**src/rtl/core/cv5_pkg.sv**
```systemverilog
// Shared constants, codes and types of the 5x5 zero-padded convolution unit.
`timescale 1ns / 1ps

package cv5_pkg;

  // Image and kernel geometry.
  localparam int IMG_ROWS = 64;
  localparam int IMG_COLS = 64;
  localparam int KSIZE    = 5;
  localparam int HALF     = KSIZE / 2;
  localparam int TAPS     = KSIZE * KSIZE;
  // Stream positions between a center pixel and the item that completes its window.
  localparam int LAG      = HALF * IMG_COLS + HALF;

  // Field and datapath widths.
  localparam int FUNC_W  = 2;
  localparam int IDX_W   = 5;
  localparam int PIX_W   = 16;
  localparam int PROD_W  = 32;
  localparam int PSUM_W  = 35;
  localparam int SUM_W   = 37;
  localparam int COORD_W = 10;
  localparam int COL_AW  = $clog2(IMG_COLS);
  localparam int FILL_W  = $clog2(LAG + 1);
  localparam int LB_W    = (KSIZE - 1) * PIX_W;

  // Item kinds carried on the input tuser.
  typedef enum logic [FUNC_W-1:0] {
    FUNC_WEIGHT = 2'd0,
    FUNC_PIXEL  = 2'd1,
    FUNC_FLUSH  = 2'd2
  } func_t;

  // One classified item in the queue between front and back.
  typedef struct packed {
    logic             is_weight;
    logic [IDX_W-1:0] idx;
    logic [PIX_W-1:0] value;
  } item_t;

  // Center information that travels down the arithmetic pipeline.
  typedef struct packed {
    logic               valid;
    logic [COORD_W-1:0] row;
    logic [COORD_W-1:0] col;
    logic               last;
  } meta_t;

  // Window or weight set, tap row*KSIZE+col.
  typedef logic [TAPS-1:0][PIX_W-1:0] tap_vec_t;

endpackage

```
**src/rtl/core/cv5_front.sv**
```systemverilog
// Front end: accepts beats, drops unused codes and bad weight indices, queues items.
`timescale 1ns / 1ps

module cv5_front (
  input  logic                       clk,
  input  logic                       rst,
  input  logic                       s_valid,
  output logic                       s_ready,
  input  logic [cv5_pkg::FUNC_W-1:0] s_func,
  input  logic [cv5_pkg::IDX_W-1:0]  s_idx,
  input  logic [cv5_pkg::PIX_W-1:0]  s_wt,
  input  logic [cv5_pkg::PIX_W-1:0]  s_pix,
  output cv5_pkg::item_t             q_item,
  output logic                       q_valid,
  input  logic                       q_pop
);

  cv5_pkg::item_t item_in;
  logic           item_keep;
  logic           push;
  cv5_pkg::item_t slot [2];
  logic           wr_ptr;
  logic           rd_ptr;
  logic [1:0]     count;

  // Classify the incoming beat.
  always_comb begin
    item_in   = '0;
    item_keep = 1'b0;
    case (cv5_pkg::func_t'(s_func))
      cv5_pkg::FUNC_WEIGHT: begin
        item_in.is_weight = 1'b1;
        item_in.idx       = s_idx;
        item_in.value     = s_wt;
        item_keep         = (s_idx < cv5_pkg::IDX_W'(cv5_pkg::TAPS));
      end
      cv5_pkg::FUNC_PIXEL: begin
        item_in.value = s_pix;
        item_keep     = 1'b1;
      end
      cv5_pkg::FUNC_FLUSH: begin
        item_keep = 1'b1;
      end
      default: begin
        item_keep = 1'b0;
      end
    endcase
  end

  assign s_ready = (count != 2'd2);
  assign push    = s_valid & s_ready & item_keep;
  assign q_valid = (count != 2'd0);
  assign q_item  = slot[rd_ptr];

  // Queue pointers and fill count.
  always_ff @(posedge clk) begin
    if (rst) begin
      wr_ptr <= 1'b0;
      rd_ptr <= 1'b0;
      count  <= 2'd0;
    end else begin
      if (push) begin
        wr_ptr <= ~wr_ptr;
      end
      if (q_pop) begin
        rd_ptr <= ~rd_ptr;
      end
      if (push && !q_pop) begin
        count <= count + 2'd1;
      end else if (!push && q_pop) begin
        count <= count - 2'd1;
      end
    end
  end

  // Queue storage.
  always_ff @(posedge clk) begin
    if (push) begin
      slot[wr_ptr] <= item_in;
    end
  end

endmodule

```
**config.mk**
```make
export PLATFORM = sky130hd
export DESIGN_NAME = cv5_front
export DESIGN_NICKNAME = d
export VERILOG_FILES = /design/src/rtl/core/cv5_pkg.sv /design/src/rtl/core/cv5_front.sv
export SDC_FILE = /design/constraint.sdc
export NUM_CORES = 1
export LEC_CHECK = 0
export BUFFER_PORTS_ARGS = -buffer_cell sky130_fd_sc_hd__buf_2
export CORE_MARGIN = 2
export CORE_UTILIZATION = 35
export DETAILED_ROUTE_END_ITERATION = 12
export HOLD_SLACK_MARGIN = 0.03
export SETUP_SLACK_MARGIN = 0.02
export SYNTH_ARGS = -nofsm -noshare
export SYNTH_HDL_FRONTEND = slang
export SYNTH_SLANG_ARGS = --single-unit
```
**constraint.sdc**
```tcl
create_clock -name clk -period 3.45 [get_ports clk]
set_input_delay 0.1725 -clock clk [delete_from_list [all_inputs] [get_ports clk]]
set_output_delay 0.1725 -clock clk [all_outputs]
set_load 0.01 [all_outputs]
```
After elaboration in Yosys (flattened, before gate mapping)
Memory sizes are Yosys's and may differ from the RTL's. A register that Yosys moved wholly into a read port is not among the register bits.
Index checks and enable logic that the tools add are counted.
{ "word_totals": {"reg_bits": 4, "mem_bits_rw": 44, "in_bits": 43, "output_inout_bits": 24, "elab_cells": 31, "n_memories": 1} }
{ "classes": {"addsub": 2, "order_cmp": 1, "n_eq_ne": 3, "mux": 9, "bitwise_logic": 4, "n_reduce_logical": 8} }
{ "mem_list": {"columns": ["memory", "depth", "width", "read_ports", "rd_ports_with_merged_regs", "wr", "line", "source"], "rows": [
  ["slot", 2, 22, 1, 1, 1, "cv5_front.sv:21", "cv5_pkg::item_t slot [2];"]
]} }
{ "ops": {"columns": ["cell", "count"], "rows": [
  ["case mux 16 bit (2 select lines)", 1],
  ["two-way mux 6 bit", 1],
  ["< comparator 5 bit, second input constant", 1],
  ["two-way mux 1 bit", 4],
  ["two-way mux 2 bit", 2],
  ["nonzero test 2 bit", 2],
  ["adder 2 x 1 -> 2 bit, second input constant", 1],
  ["bitwise AND 1 bit", 2],
  ["== test 2 x 1 -> 1 bit, second input constant", 1],
  ["== test 2 bit, second input constant", 1],
  ["logical AND 1 bit", 2],
  ["logical NOT 1 bit", 2],
  ["logical NOT 2 bit", 1],
  ["inequality test 2 bit, second input constant", 1],
  ["NOT 1 bit", 2],
  ["case mux 1 bit (2 select lines)", 1],
  ["OR reduction 2 bit", 1],
  ["subtractor 2 x 1 -> 2 bit, second input constant", 1]
]} }

Logic depth before layout (Yosys ltp)
{ "logic_depth": {"word_depth": 8, "depth_mapped": 8, "mapped_depth_nobuf": 8} }

Worst setup path after synthesis
Ideal clock, no wire load.
{ "synth_path": {"path_type": "register to register", "start": "register count[0]", "end": "memory slot[0][0] in the netlist's numbering, enable pin", "setup_ps": 429, "arrival_ps": 2234, "required_ps": 3021, "path_slack_ps": 787, "path_stages_with_launch": 4, "path_buffers": 0, "period_less_slack_ps": 2663, "path_cell_list": "dfxtp_1 -> nand2b_4 -> o2111ai_4 -> nor3_1"} }
{ "synth_between": {"elab_chain_cells": 5} }
{ "synth_rtl": {"columns": ["item", "line", "source"], "rows": [
  ["start: declaration", "cv5_front.sv:24", "logic [1:0] count;"],
  ["start signal: assignment", "cv5_front.sv:69", "count <= count + 2'd1;"],
  ["start signal: assignment", "cv5_front.sv:71", "count <= count - 2'd1;"],
  ["inequality test 2 bit", "cv5_front.sv:50", "assign s_ready = (count != 2'd2);"],
  ["via s_ready", "cv5_front.sv:8", "output logic s_ready,"],
  ["bitwise AND 1 bit (2 in a row)", "cv5_front.sv:51", "assign push = s_valid & s_ready & item_keep;"],
  ["two-way mux 1 bit", "cv5_front.sv:78", "if (push) begin"],
  ["two-way mux 1 bit (implied by the code)", "cv5_front.sv:79", "slot[wr_ptr] <= item_in;"],
  ["end: declaration", "cv5_front.sv:21", null]
]} }
The timed path passes the listed nets, and every way through them passes these cells.

Worst setup path in the final report
{ "layout_path": {"start": "register count[0]", "end": "memory slot[1][4] in the netlist's numbering, enable pin"} }
{ "layout_between": {"elab_chain_cells": 5} }
{ "layout_rtl": {"columns": ["item", "line"], "rows": [
  ["inequality test 2 bit", "cv5_front.sv:50"],
  ["bitwise AND 1 bit (2 in a row)", "cv5_front.sv:51"],
  ["two-way mux 1 bit", "cv5_front.sv:78"],
  ["two-way mux 1 bit (implied by the code)", "cv5_front.sv:79"]
]} }
No other way between the ends.

==> flow_summary.json <==
{
  "status": "finished clean",
  "die_x_um": 81.4,
  "r2r_setup_slack_ps": 1410,
  "muxShareOfSynthArea": 0.124,
  "viasPerCell": 4.68,
  "synth_top_family_by_area": "multiplexers",
  "fillCellCount": 533,
  "synth-compound-area-share": 0.0842,
  "rows": 28,
  "synth_warnings": 0,
  "dieArea_um2": 6620,
  "drive_above_1_share": 0.528,
  "critical_path.max_stage_delay_ps": 820,
  "drt-initial-drc-count": 35,
  "grt_overflow": 0,
  "critical_path.endpoint_type": "flop",
  "globalplace.congestion": 0.648,
  "cts_buffer_depth": 2,
  "syn_nets": 174,
  "num_vias": 1274,
  "insertion_delay_ps": 290,
  "synth-seq-cells": 49,
  "stdcell_area_um2": 2610,
  "avgSynthCellArea_um2": 16.5,
  "fp.coreArea_um2": 5850,
  "grt_pass1_wl_mm": 5.62,
  "nets": 243,
  "drc": 0,
  "wl_per_cell_um": 14.1,
  "cts_htree_levels": 2,
  "diodes": 0,
  "grt_pass1_vias": 1195,
  "track_usage": 0.118,
  "hold-path-cell-count": 2,
  "cp-start-kind": "flop",
  "cts_resized": 0,
  "synth-simple-area-share": 0.0573,
  "maxSlewHeadroom": 0.311,
  "hold_violations": 0,
  "cap_violations": 0,
  "whs_endpoint": "count[1]",
  "clock-sinks": 49,
  "path_clk_slew_ps": 90,
  "synth-xor-area-share": 0.0125,
  "cpMaxStageDelayCell": "and2_1",
  "rsz0062_at_grt": "false",
  "yosysSeqAreaShare": 0.679,
  "dr.pass1.iters": 4,
  "period_minus_slack_ps": 2040,
  "worstPathMaxFanout": 22,
  "reg2reg_depth": 4,
  "power_density_nw_per_um2": 479,
  "cts_tree": "done",
  "yosys.area_share.adder": 0.0239,
  "cp_data_arrival_time_ps": 1960,
  "io_pins": 67,
  "critical_path_class": "reg -> reg",
  "hpwl_mm": 2.60,
  "ant_nets": 0,
  "hold_buffers": 0,
  "whs_ps": 109,
  "r2r-end": "slot[1][4]",
  "vdd_drop_max_mv": 0.223,
  "io_buffers": 66,
  "worst_slew_pin_slew_ps": 1030,
  "top_layer_used": "met4",
  "crit_required_ps": 3370,
  "grt_max_degree": 24,
  "synth_cell_type_count": 24,
  "slew_violations": 0,
  "route.met3.wl_um": 324,
  "fin_crit_sh": 0.591,
  "dpl_cell_area_um2": 2510,
  "setup_tns_ps": 0,
  "wl_met1_mm": 1.71,
  "antenna_found_initial": 0,
  "p_leak_nw": 1.04,
  "min_from": "rst",
  "crit-reg2reg-launch": "count[0]",
  "synth_area_um2": 2090,
  "post-cts-setup-buffer-count": 0,
  "synth_cells": 127,
  "die_h_um": 81.4,
  "holdCritPathClass": "in -> reg",
  "setup_viol": 0,
  "root_buffer": "clkbuf_8",
  "worst_clock_skew_ps": 4.71,
  "dr_wl_met2_mm": 1.73,
  "start_util": 0.358,
  "syn2layout_area_growth_pct": 24.5,
  "fmax_mhz": 491,
  "path_cells": "nand2b_4 > o2111ai_4 > nor2_4 > and2_1",
  "cts_buffers": 5,
  "routed_wl_mm": 3.83
}
-- final cells by class --
class                   instances  area, um2  share of cell area
multi-input cells              68        637               0.244
clock buffers                   5       68.8              0.0264
repair buffers                 68        345               0.132
well taps                      75       93.8              0.0360
flip-flops and latches         49       1420               0.545
clock inverters                 3       26.3              0.0101
inverters                       4       15.0             0.00576
-- per-layer routing --
| layer | track usage | vias up |
|---|---|---|
| li1 | - | 622 |
| met1 | 0.148 | 594 |
| met2 | 0.189 | 53 |
| met3 | 0.0378 | 5 |
| met4 | 0.0458 | 0 |
| met5 | 0 | - |
-- flip-flops by register name, summed over array words and instances, names as in the netlist, named ones only --
| name | cells |
|---|---|
| wr_ptr | 1 |
| rd_ptr | 1 |
| slot | 44 |
| count | 2 |
-- Yosys cell counts --
library cell / count / area share
edfxtp_1: 44 / 0.63
mux2_2: 22 / 0.12
a22o_1: 16 / 0.067
and2_1: 6 / 0.018
dfxtp_1: 5 / 0.048
ha_1: 4 / 0.024
inv_1: 4 / 0.0072
nor2_1: 4 / 0.0072
buf_2: 3 / 0.0072
clkbuf_1: 3 / 0.0054
nor3_1: 2 / 0.0048
xor2_1: 2 / 0.0084
a21oi_1: 1 / 0.0024
mux2_1: 1 / 0.0054
nand2_1: 1 / 0.0018
nand2b_4: 1 / 0.0066
nor2_4: 1 / 0.0054
nor2b_1: 1 / 0.0030
nor3_2: 1 / 0.0048
o2111ai_4: 1 / 0.013
o21ai_0: 1 / 0.0024
or2_2: 1 / 0.0030
or3_1: 1 / 0.0030
xnor2_1: 1 / 0.0042
-- metrics by stage --
step / cells / setup slack [ps] / utilization / power (W)
floorplan: 127 / 787 / - / 0.000844
global placement: 264 / 1300 / 0.429 / 0.000927
detailed placement: 264 / 1260 / 0.429 / 0.000928
CTS: 272 / 1350 / 0.446 / 0.00127
global route: 272 / 1240 / 0.446 / 0.00131
finish: 272 / 1410 / 0.446 / 0.00125
-- critical path, delay by kind of cell (launching register included) --
kind	cells	cell delay (ps)
AOI/OAI and AO/OA	1	140
and+or+nand+nor	3	1110
DFF	1	400
-- how the worst max path moves through the flow --
stage | cells after the start | endpoint | start
global placement | 6 | slot[1][3] | s_func[0]
finish | 4 | slot[1][4] | count[0]
detailed placement | 6 | slot[1][1] | s_func[0]
floorplan | 4 | slot[0][0] | s_func[1]
global route | 4 | slot[1][4] | count[0]
CTS | 2 | q_item[16] | flop
-- cells by family (layout without fill, tap and decap cells) --
group | count (synthesis) | after routing
xor gates and xnor gates | 3 | 3
adders and majority gates | 4 | 4
muxes | 23 | 23
DFF | 49 | 49
AOI/OAI and AO/OA | 19 | 19
buffers and inverters | 10 | 80
and+or+nand+nor | 19 | 19
-- where the power goes --
group	internal [W]	switching, W
Combinational	0.000103	0.0000964
Clock	0.000147	0.000191
Sequential	0.000688	0.0000226
-- cells in the final DEF, fill, tap and decap left out --
cell type | Yosys | final
clkbuf_8 | 0 | 5
nor2b_1 | 1 | 1
nor3_2 | 1 | 2
xnor2_1 | 1 | 1
o21ai_0 | 1 | 1
or3_1 | 1 | 1
ha_1 | 4 | 4
nand2b_4 | 1 | 1
dfxtp_1 | 5 | 5
mux2_1 | 1 | 1
a21oi_1 | 1 | 1
xor2_1 | 2 | 2
edfxtp_1 | 44 | 44
o2111ai_4 | 1 | 1
mux2_2 | 22 | 22
clkinvlp_4 | 0 | 2
a22o_1 | 16 | 16
inv_8 | 0 | 1
nor3_1 | 2 | 1
inv_1 | 4 | 4
buf_4 | 0 | 2
nand2_1 | 1 | 1
and2_1 | 6 | 6
buf_2 | 3 | 66
or2_2 | 1 | 1
nor2_1 | 4 | 4
nor2_4 | 1 | 1
Note: power is estimated with default switching activity, not from simulation.
