===== src/rtl/core/cv5_pkg.sv =====
// Shared constants, codes and types of the 5x5 zero-padded convolution unit.
`timescale 1ns / 1ps

package cv5_pkg;

  // Image and kernel geometry.
  localparam int IMG_ROWS = 64;
  localparam int IMG_COLS = 64;
  localparam int KSIZE    = 5;
  localparam int HALF     = KSIZE / 2;
  localparam int TAPS     = KSIZE * KSIZE;
  // Stream positions between a center pixel and the item that completes its window.
  localparam int LAG      = HALF * IMG_COLS + HALF;

  // Field and datapath widths.
  localparam int FUNC_W  = 2;
  localparam int IDX_W   = 5;
  localparam int PIX_W   = 16;
  localparam int PROD_W  = 32;
  localparam int PSUM_W  = 35;
  localparam int SUM_W   = 37;
  localparam int COORD_W = 10;
  localparam int COL_AW  = $clog2(IMG_COLS);
  localparam int FILL_W  = $clog2(LAG + 1);
  localparam int LB_W    = (KSIZE - 1) * PIX_W;

  // Item kinds carried on the input tuser.
  typedef enum logic [FUNC_W-1:0] {
    FUNC_WEIGHT = 2'd0,
    FUNC_PIXEL  = 2'd1,
    FUNC_FLUSH  = 2'd2
  } func_t;

  // One classified item in the queue between front and back.
  typedef struct packed {
    logic             is_weight;
    logic [IDX_W-1:0] idx;
    logic [PIX_W-1:0] value;
  } item_t;

  // Center information that travels down the arithmetic pipeline.
  typedef struct packed {
    logic               valid;
    logic [COORD_W-1:0] row;
    logic [COORD_W-1:0] col;
    logic               last;
  } meta_t;

  // Window or weight set, tap row*KSIZE+col.
  typedef logic [TAPS-1:0][PIX_W-1:0] tap_vec_t;

endpackage


===== src/rtl/core/cv5_ram.sv =====
// Generic simple dual-port RAM with a registered read.
`timescale 1ns / 1ps

module cv5_ram #(
  parameter int WIDTH = 16,
  parameter int DEPTH = 64
) (
  input  logic                     clk,
  input  logic                     we,
  input  logic [$clog2(DEPTH)-1:0] waddr,
  input  logic [WIDTH-1:0]         wdata,
  input  logic [$clog2(DEPTH)-1:0] raddr,
  output logic [WIDTH-1:0]         rdata
);

  logic [WIDTH-1:0] mem [DEPTH];

  // Write port and registered read port.
  always_ff @(posedge clk) begin
    if (we) begin
      mem[waddr] <= wdata;
    end
    rdata <= mem[raddr];
  end

endmodule


===== src/rtl/core/cv5_window.sv =====
// Back end, first stage: weight table, line buffers, 5x5 window and raster counters.
`timescale 1ns / 1ps

module cv5_window (
  input  logic              clk,
  input  logic              rst,
  input  logic              en,
  input  logic              q_valid,
  input  cv5_pkg::item_t    q_item,
  output logic              q_pop,
  output cv5_pkg::tap_vec_t win,
  output cv5_pkg::tap_vec_t wts,
  output cv5_pkg::meta_t    meta
);

  logic                        take;
  logic                        stream;
  logic                        frame_end;
  logic [cv5_pkg::COL_AW-1:0]  scol;
  logic [cv5_pkg::COL_AW-1:0]  scol_next;
  logic [cv5_pkg::COL_AW-1:0]  raddr;
  logic [cv5_pkg::FILL_W-1:0]  fill;
  logic [cv5_pkg::COORD_W-1:0] crow;
  logic [cv5_pkg::COORD_W-1:0] ccol;
  logic [cv5_pkg::LB_W-1:0]    lb_rd;
  logic [cv5_pkg::LB_W-1:0]    lb_wr;
  logic                        emit;

  assign take   = en & q_valid;
  assign q_pop  = take;
  assign stream = take & ~q_item.is_weight;
  assign emit   = (fill == cv5_pkg::FILL_W'(cv5_pkg::LAG));

  assign frame_end = emit
                     && (crow == cv5_pkg::COORD_W'(cv5_pkg::IMG_ROWS - 1))
                     && (ccol == cv5_pkg::COORD_W'(cv5_pkg::IMG_COLS - 1));

  // Column of the next stream beat; the frame restarts at column zero.
  always_comb begin
    if (frame_end || scol == cv5_pkg::COL_AW'(cv5_pkg::IMG_COLS - 1)) begin
      scol_next = '0;
    end else begin
      scol_next = scol + 1'b1;
    end
  end

  // Read ahead so the line data for the next beat is ready when it arrives.
  assign raddr = stream ? scol_next : scol;
  // Older rows move up one line; the new pixel enters the newest line.
  assign lb_wr = {lb_rd[cv5_pkg::LB_W-cv5_pkg::PIX_W-1:0], q_item.value};

  cv5_ram #(
    .WIDTH (cv5_pkg::LB_W),
    .DEPTH (cv5_pkg::IMG_COLS)
  ) u_lines (
    .clk   (clk),
    .we    (stream),
    .waddr (scol),
    .wdata (lb_wr),
    .raddr (raddr),
    .rdata (lb_rd)
  );

  // Raster counters and the center tag of the beat that completes a window.
  always_ff @(posedge clk) begin
    if (rst) begin
      scol       <= '0;
      fill       <= '0;
      crow       <= '0;
      ccol       <= '0;
      meta.valid <= 1'b0;
    end else if (en) begin
      meta.valid <= stream & emit;
      if (stream) begin
        meta.row  <= crow;
        meta.col  <= ccol;
        meta.last <= frame_end;
        scol      <= scol_next;
        if (!emit) begin
          fill <= fill + 1'b1;
        end else if (frame_end) begin
          fill <= '0;
          crow <= '0;
          ccol <= '0;
        end else if (ccol == cv5_pkg::COORD_W'(cv5_pkg::IMG_COLS - 1)) begin
          ccol <= '0;
          crow <= crow + 1'b1;
        end else begin
          ccol <= ccol + 1'b1;
        end
      end
    end
  end

  // Window shift and weight writes.
  always_ff @(posedge clk) begin
    if (take && q_item.is_weight) begin
      wts[q_item.idx] <= q_item.value;
    end
    if (stream) begin
      for (int i = 0; i < cv5_pkg::KSIZE; i++) begin
        for (int j = 0; j < cv5_pkg::KSIZE - 1; j++) begin
          win[i*cv5_pkg::KSIZE+j] <= win[i*cv5_pkg::KSIZE+j+1];
        end
      end
      for (int i = 0; i < cv5_pkg::KSIZE - 1; i++) begin
        win[i*cv5_pkg::KSIZE+cv5_pkg::KSIZE-1] <=
          lb_rd[(cv5_pkg::KSIZE-2-i)*cv5_pkg::PIX_W +: cv5_pkg::PIX_W];
      end
      win[cv5_pkg::TAPS-1] <= q_item.value;
    end
  end

endmodule


===== config.mk =====
export PLATFORM = sky130hd
export DESIGN_NAME = cv5_window
export DESIGN_NICKNAME = d
export VERILOG_FILES = /design/src/rtl/core/cv5_pkg.sv /design/src/rtl/core/cv5_ram.sv /design/src/rtl/core/cv5_window.sv
export SDC_FILE = /design/constraint.sdc
export NUM_CORES = 2
export LEC_CHECK = 0
export BUFFER_PORTS_ARGS = -buffer_cell sky130_fd_sc_hd__buf_4
export CAP_MARGIN = 30
export CELL_PAD_IN_SITES_DETAIL_PLACEMENT = 2
export CELL_PAD_IN_SITES_GLOBAL_PLACEMENT = 2
export CORE_MARGIN = 2
export CORE_UTILIZATION = 49
export DETAILED_ROUTE_END_ITERATION = 6
export PLACE_DENSITY_LB_ADDON = 0.08
export RECOVER_POWER = 25
export SYNTH_ARGS = -nofsm -noshare
export SYNTH_HDL_FRONTEND = slang
export SYNTH_SLANG_ARGS = --single-unit

===== constraint.sdc =====
create_clock -name clk -period 27.8 [get_ports clk]
set_input_delay 0 -clock clk [delete_from_list [all_inputs] [get_ports clk]]
set_output_delay 0 -clock clk [all_outputs]
set_load 0.03 [all_outputs]

==> results of run 1 <==
[cell families after synthesis]
family                     synth area share (%)
AOI/OAI and AO/OA                          11.1
adders and majority gates                0.0330
and+or+nand+nor                            6.42
xor gates and xnor gates                  0.129
buffers and inverters                      2.11
muxes                                      1.43
DFF                                        78.8
[stage by stage]
| step | instances | setup WS, ps |
|---|---|---|
| after floorplan | 11700 | 9500 |
| after global placement | 17300 | 21640 |
| after detailed placement | 17400 | 21460 |
==> results.json, run 1 <==
{
  "synth_edf_count": 4917,
  "cts_setup_buffers": 0,
  "synth_nets": 11800,
  "gp_congestion": 0.871,
  "yosys-top-cells-area": "edfxtp_1 78%, nand2_1 1.7%, o221ai_1 1.4%",
  "ys_seq_area_share_pct": 78.8,
  "yosysWarningCount": 0,
  "error": "[ERROR DPL-0033] detailed placement checks failed during check placement.",
  "ctsResizeCount": 0,
  "yosysMostFrequentCell": "edfxtp_1",
  "synth_area_per_cell_sq_um": 16.2,
  "cts_buffer_depth": 4,
  "io-pin-count": 849,
  "ys_types": 85,
  "ys_seq_elements": 5016,
  "async_flop_share_pct": 0,
  "die_x_um": 626,
  "postCtsHoldBufs": 53,
  "syn_inst": 11700,
  "io_buffer_count": 848,
  "synth_ff_type": "edfxtp_1",
  "cts_sinks": 5016,
  "htree_levels": 6,
  "status": "aborted with a tool error",
  "place_hpwl_um": 511000,
  "failed_stage": "clock tree synthesis",
  "rows": 228,
  "yosysTopAreaCell": "edfxtp_1",
  "cts_buffers": 549,
  "place_area_sq_um": 204000,
  "synth_common_cells": "4,917 x edfxtp_1, 873 x nand2_1, 592 x clkbuf_1, 494 x nor2_1, 463 x nor3_1",
  "netlist.area_leader.share_pct": 77.8,
  "clock_tree.root_cell": "clkbuf_16",
  "start_util_pct": 49.2,
  "netlist_area_sq_um": 190000,
  "die_y_um": 626
}
==> run 2: changes to the inputs <==
Settings changed: CELL_PAD_IN_SITES_DETAIL_PLACEMENT 2 to default, CELL_PAD_IN_SITES_GLOBAL_PLACEMENT 2 to default, CORE_UTILIZATION 49 to 35, PLACE_DENSITY_LB_ADDON 0.08 to 0.15.
==> results.json, run 2 <==
{
  "fin_skew_ps": 67.8,
  "io-pin-count": 849,
  "async_flop_share_pct": 0,
  "htree_levels": 6,
  "ff2ff_setup_slack_ps": 20730,
  "regArea_sq_um": 150000,
  "seqPwrFrac_pct": 51.1,
  "grt_max_degree": 134,
  "fin_crit_sh_pct": 25.9,
  "synth_area_per_cell_sq_um": 16.2,
  "fin_crit_ps": 7190,
  "regMostFlops": "u_lines.mem",
  "nFillCells": 48600,
  "gp_congestion": 0.848,
  "grt_pass1_vias": 121000,
  "final_cell_mix": "4,917 x edfxtp_1, 1,222 x buf_4, 862 x nand2_1",
  "clock_tree.root_cell": "clkbuf_16",
  "cp_max_fo": 119,
  "yosys.area_share.simple_pct": 6.42,
  "routedWlPerCell_um": 38.6,
  "yosysWarningCount": 0,
  "min_to": "wts[10]",
  "netlist.area_leader.share_pct": 77.8,
  "finalHoldViolCount": 0,
  "die_x_um": 740,
  "dieArea_sq_um": 548000,
  "yosysTopAreaCell": "edfxtp_1",
  "ys_seq_area_share_pct": 78.8,
  "start_util_pct": 35.1,
  "synth_ff_type": "edfxtp_1",
  "comb_power_share_pct": 4.7,
  "r2r_start": "scol[1]",
  "antenna_found_initial": 67,
  "worst_slew_pin_slew_ps": 4450,
  "worstPathRequired_ps": 28790,
  "ys_types": 85,
  "cts_buffers": 564,
  "area_delta_synth_final_pct": 18.9,
  "synth_top_family_by_area": "compound AO/OA/AOI/OAI gates",
  "synth_nets": 11800,
  "cts_sinks": 5016,
  "worstRegToRegCells": 13,
  "grt_first_pass_wirelength_um": 1060000,
  "crit_path_start_kind": "input port",
  "worstPathArrival_ps": 8190,
  "cts_buffer_depth": 4,
  "max_slew_margin_pct": -196,
  "drc": 0,
  "die_y_um": 740,
  "ctsResizeCount": 0,
  "clock_latency_ps": 1120,
  "rsz0062_at_grt": "false",
  "synthMuxAreaShare_pct": 1.43,
  "hp-class": "input port to flip-flop",
  "maxSlewViolCount": 2797,
  "crit_type": "input port to flip-flop",
  "via_per_inst": 6.16,
  "p_per_area_nw_per_um2": 73.3,
  "p_int_mw": 12.8,
  "nets": 12900,
  "syn_inst": 11700,
  "synthAdderAreaFrac_pct": 0.0330,
  "drtPass1Iterations": 7,
  "drive_gt1_share_pct": 18.5,
  "overflow": 0,
  "swShare_pct": 22.9,
  "setup_violations": 0,
  "wl_um": 792000,
  "synth_common_cells": "4,917 x edfxtp_1, 873 x nand2_1, 592 x clkbuf_1, 494 x nor2_1, 463 x nor3_1",
  "largest_reg_flops": 4096,
  "synth_edf_count": 4917,
  "status": "complete, but fails checks",
  "mostFrequentLayoutCell": "edfxtp_1",
  "power.switching_mw": 3.79,
  "setup_ws_ps": 20610,
  "fp.coreArea_sq_um": 541000,
  "clkPwrFrac_pct": 44.2,
  "netlist_area_sq_um": 190000,
  "timing.rr.end": "u_lines.rdata[59]",
  "multi_input_area_sq_um": 37100,
  "yosysMostFrequentCell": "edfxtp_1",
  "synth_compound_area_share_pct": 11.1,
  "hold_path_depth": 4,
  "tns_ps": 0,
  "track_usage_pct": 27.8,
  "p_leak_nw": 72.2,
  "fmax_ghz": 0.139,
  "vias": 126000,
  "top_regs": "u_lines.mem: 4096 flops, win: 400 flops, wts: 400 flops",
  "dp_slack_ps": 20910,
  "synthXorXnorAreaFrac_pct": 0.129,
  "violations": "max-capacitance violations, max-slew violations",
  "detail-route-antenna-nets": 0,
  "clkTransAtPathRegs_ps": 60,
  "min_from": "q_item[18]",
  "ir_drop_mv": 0.0695,
  "endpoint_kind": "flip-flop",
  "yosys-top-cells-area": "edfxtp_1 78%, nand2_1 1.7%, o221ai_1 1.4%",
  "rows": 270,
  "place_hpwl_um": 431000,
  "ys_seq_elements": 5016,
  "cts_tree": "done",
  "io_buffer_count": 848,
  "cap_violations": 53,
  "drtIter0Drc": 20000
}
[run 2: cell counts after synthesis]
Identical to the previous run, type by type.
[run 2: cell families (layout without fill, tap and decap cells)]
family,after synthesis,after routing
AO/OA/AOI/OAI,2861,2861
XOR/XNOR,28,28
adder cells (fa/ha/maj),5,5
buffers and inverters,951,2489
flip-flops,5016,5016
multiplexers,257,257
other,0,32
AND/OR/NAND/NOR,2624,2624
[run 2: through the flow]
stage / instances / cell area, sq um / util [%] / power, mW / hold WS (ps)
after floorplan: 11700 / 190000 / - / 8.97 / 79.3
after global placement: 19300 / 206000 / 38.1 / 9.34 / 276
after detailed placement: 19400 / 207000 / 38.4 / 9.36 / 277
after CTS: 20500 / 226000 / 41.8 / 16.6 / 10.0
after global routing: 20500 / 226000 / 41.7 / 16.9 / 24.6
final: 20500 / 226000 / 41.8 / 16.5 / 6.88
[run 2: layout make-up]
class | instances | share of cell area, %
antenna | 32 | 0.0355
clock buffer | 759 | 6.79
clock inverter | 266 | 1.11
inverter | 37 | 0.0654
multi-input combinational | 5775 | 16.5
sequential | 5016 | 66.3
tap | 7208 | 4.00
timing repair buffer | 1427 | 5.24
[run 2: metal layers]
metal / track usage (%) / vias to the layer above / part of all wire, %
met1: 37.4 / 66200 / 39
li1: - / 49700 / -
met3: 6.42 / 1627 / 11
met4: 11.7 / 26 / 4.8
met5: 0 / - / 0.024
met2: 43.4 / 8949 / 45
[run 2: worst max-delay path by stage]
stage	start	endpoint	slack (ps)	cells past startpoint
2_1_floorplan	q_item[21]	u_lines.mem[46][0]	9500	7
3_3_place_gp	q_item[21]	u_lines.rdata[0]	20760	15
3_5_place_dp	q_item[21]	u_lines.rdata[59]	20910	15
4_1_cts	q_item[21]	u_lines.rdata[59]	20920	17
5_1_grt	q_item[21]	u_lines.rdata[59]	20360	17
6_report	q_item[21]	u_lines.rdata[59]	20610	17
[run 2: worst max-delay path, stage by stage]
cell,delay (ps)
dlygate4sd3_1,550
buf_4,220
nand3b_1,180
dlygate4sd3_1,560
buf_4,240
inv_8,440
and4_1,660
nand3_4,280
nand2_4,710
buf_12,530
buf_4,800
buf_4,690
buf_4,720
a211oi_1,180
o41ai_1,610
a31oi_1,120
o22ai_1,170
[run 2: power by group through the flow]
stage,clock (mW),sequential [mW],combinational (mW)
global route,7.67,8.45,0.809
detailed placement,0,8.59,0.761
global placement,0,8.60,0.741
CTS,7.39,8.44,0.774
floorplan,0,8.67,0.302
finish,7.31,8.45,0.779
[run 2: what timing repair did]
item,in CTS,in global routing
hold endpoints to repair,1785,3
endpoints found under the setup margin,0,0
hold buffers,56,1
buffers inserted,0,0
Note: power is estimated with default switching activity, not from simulation.
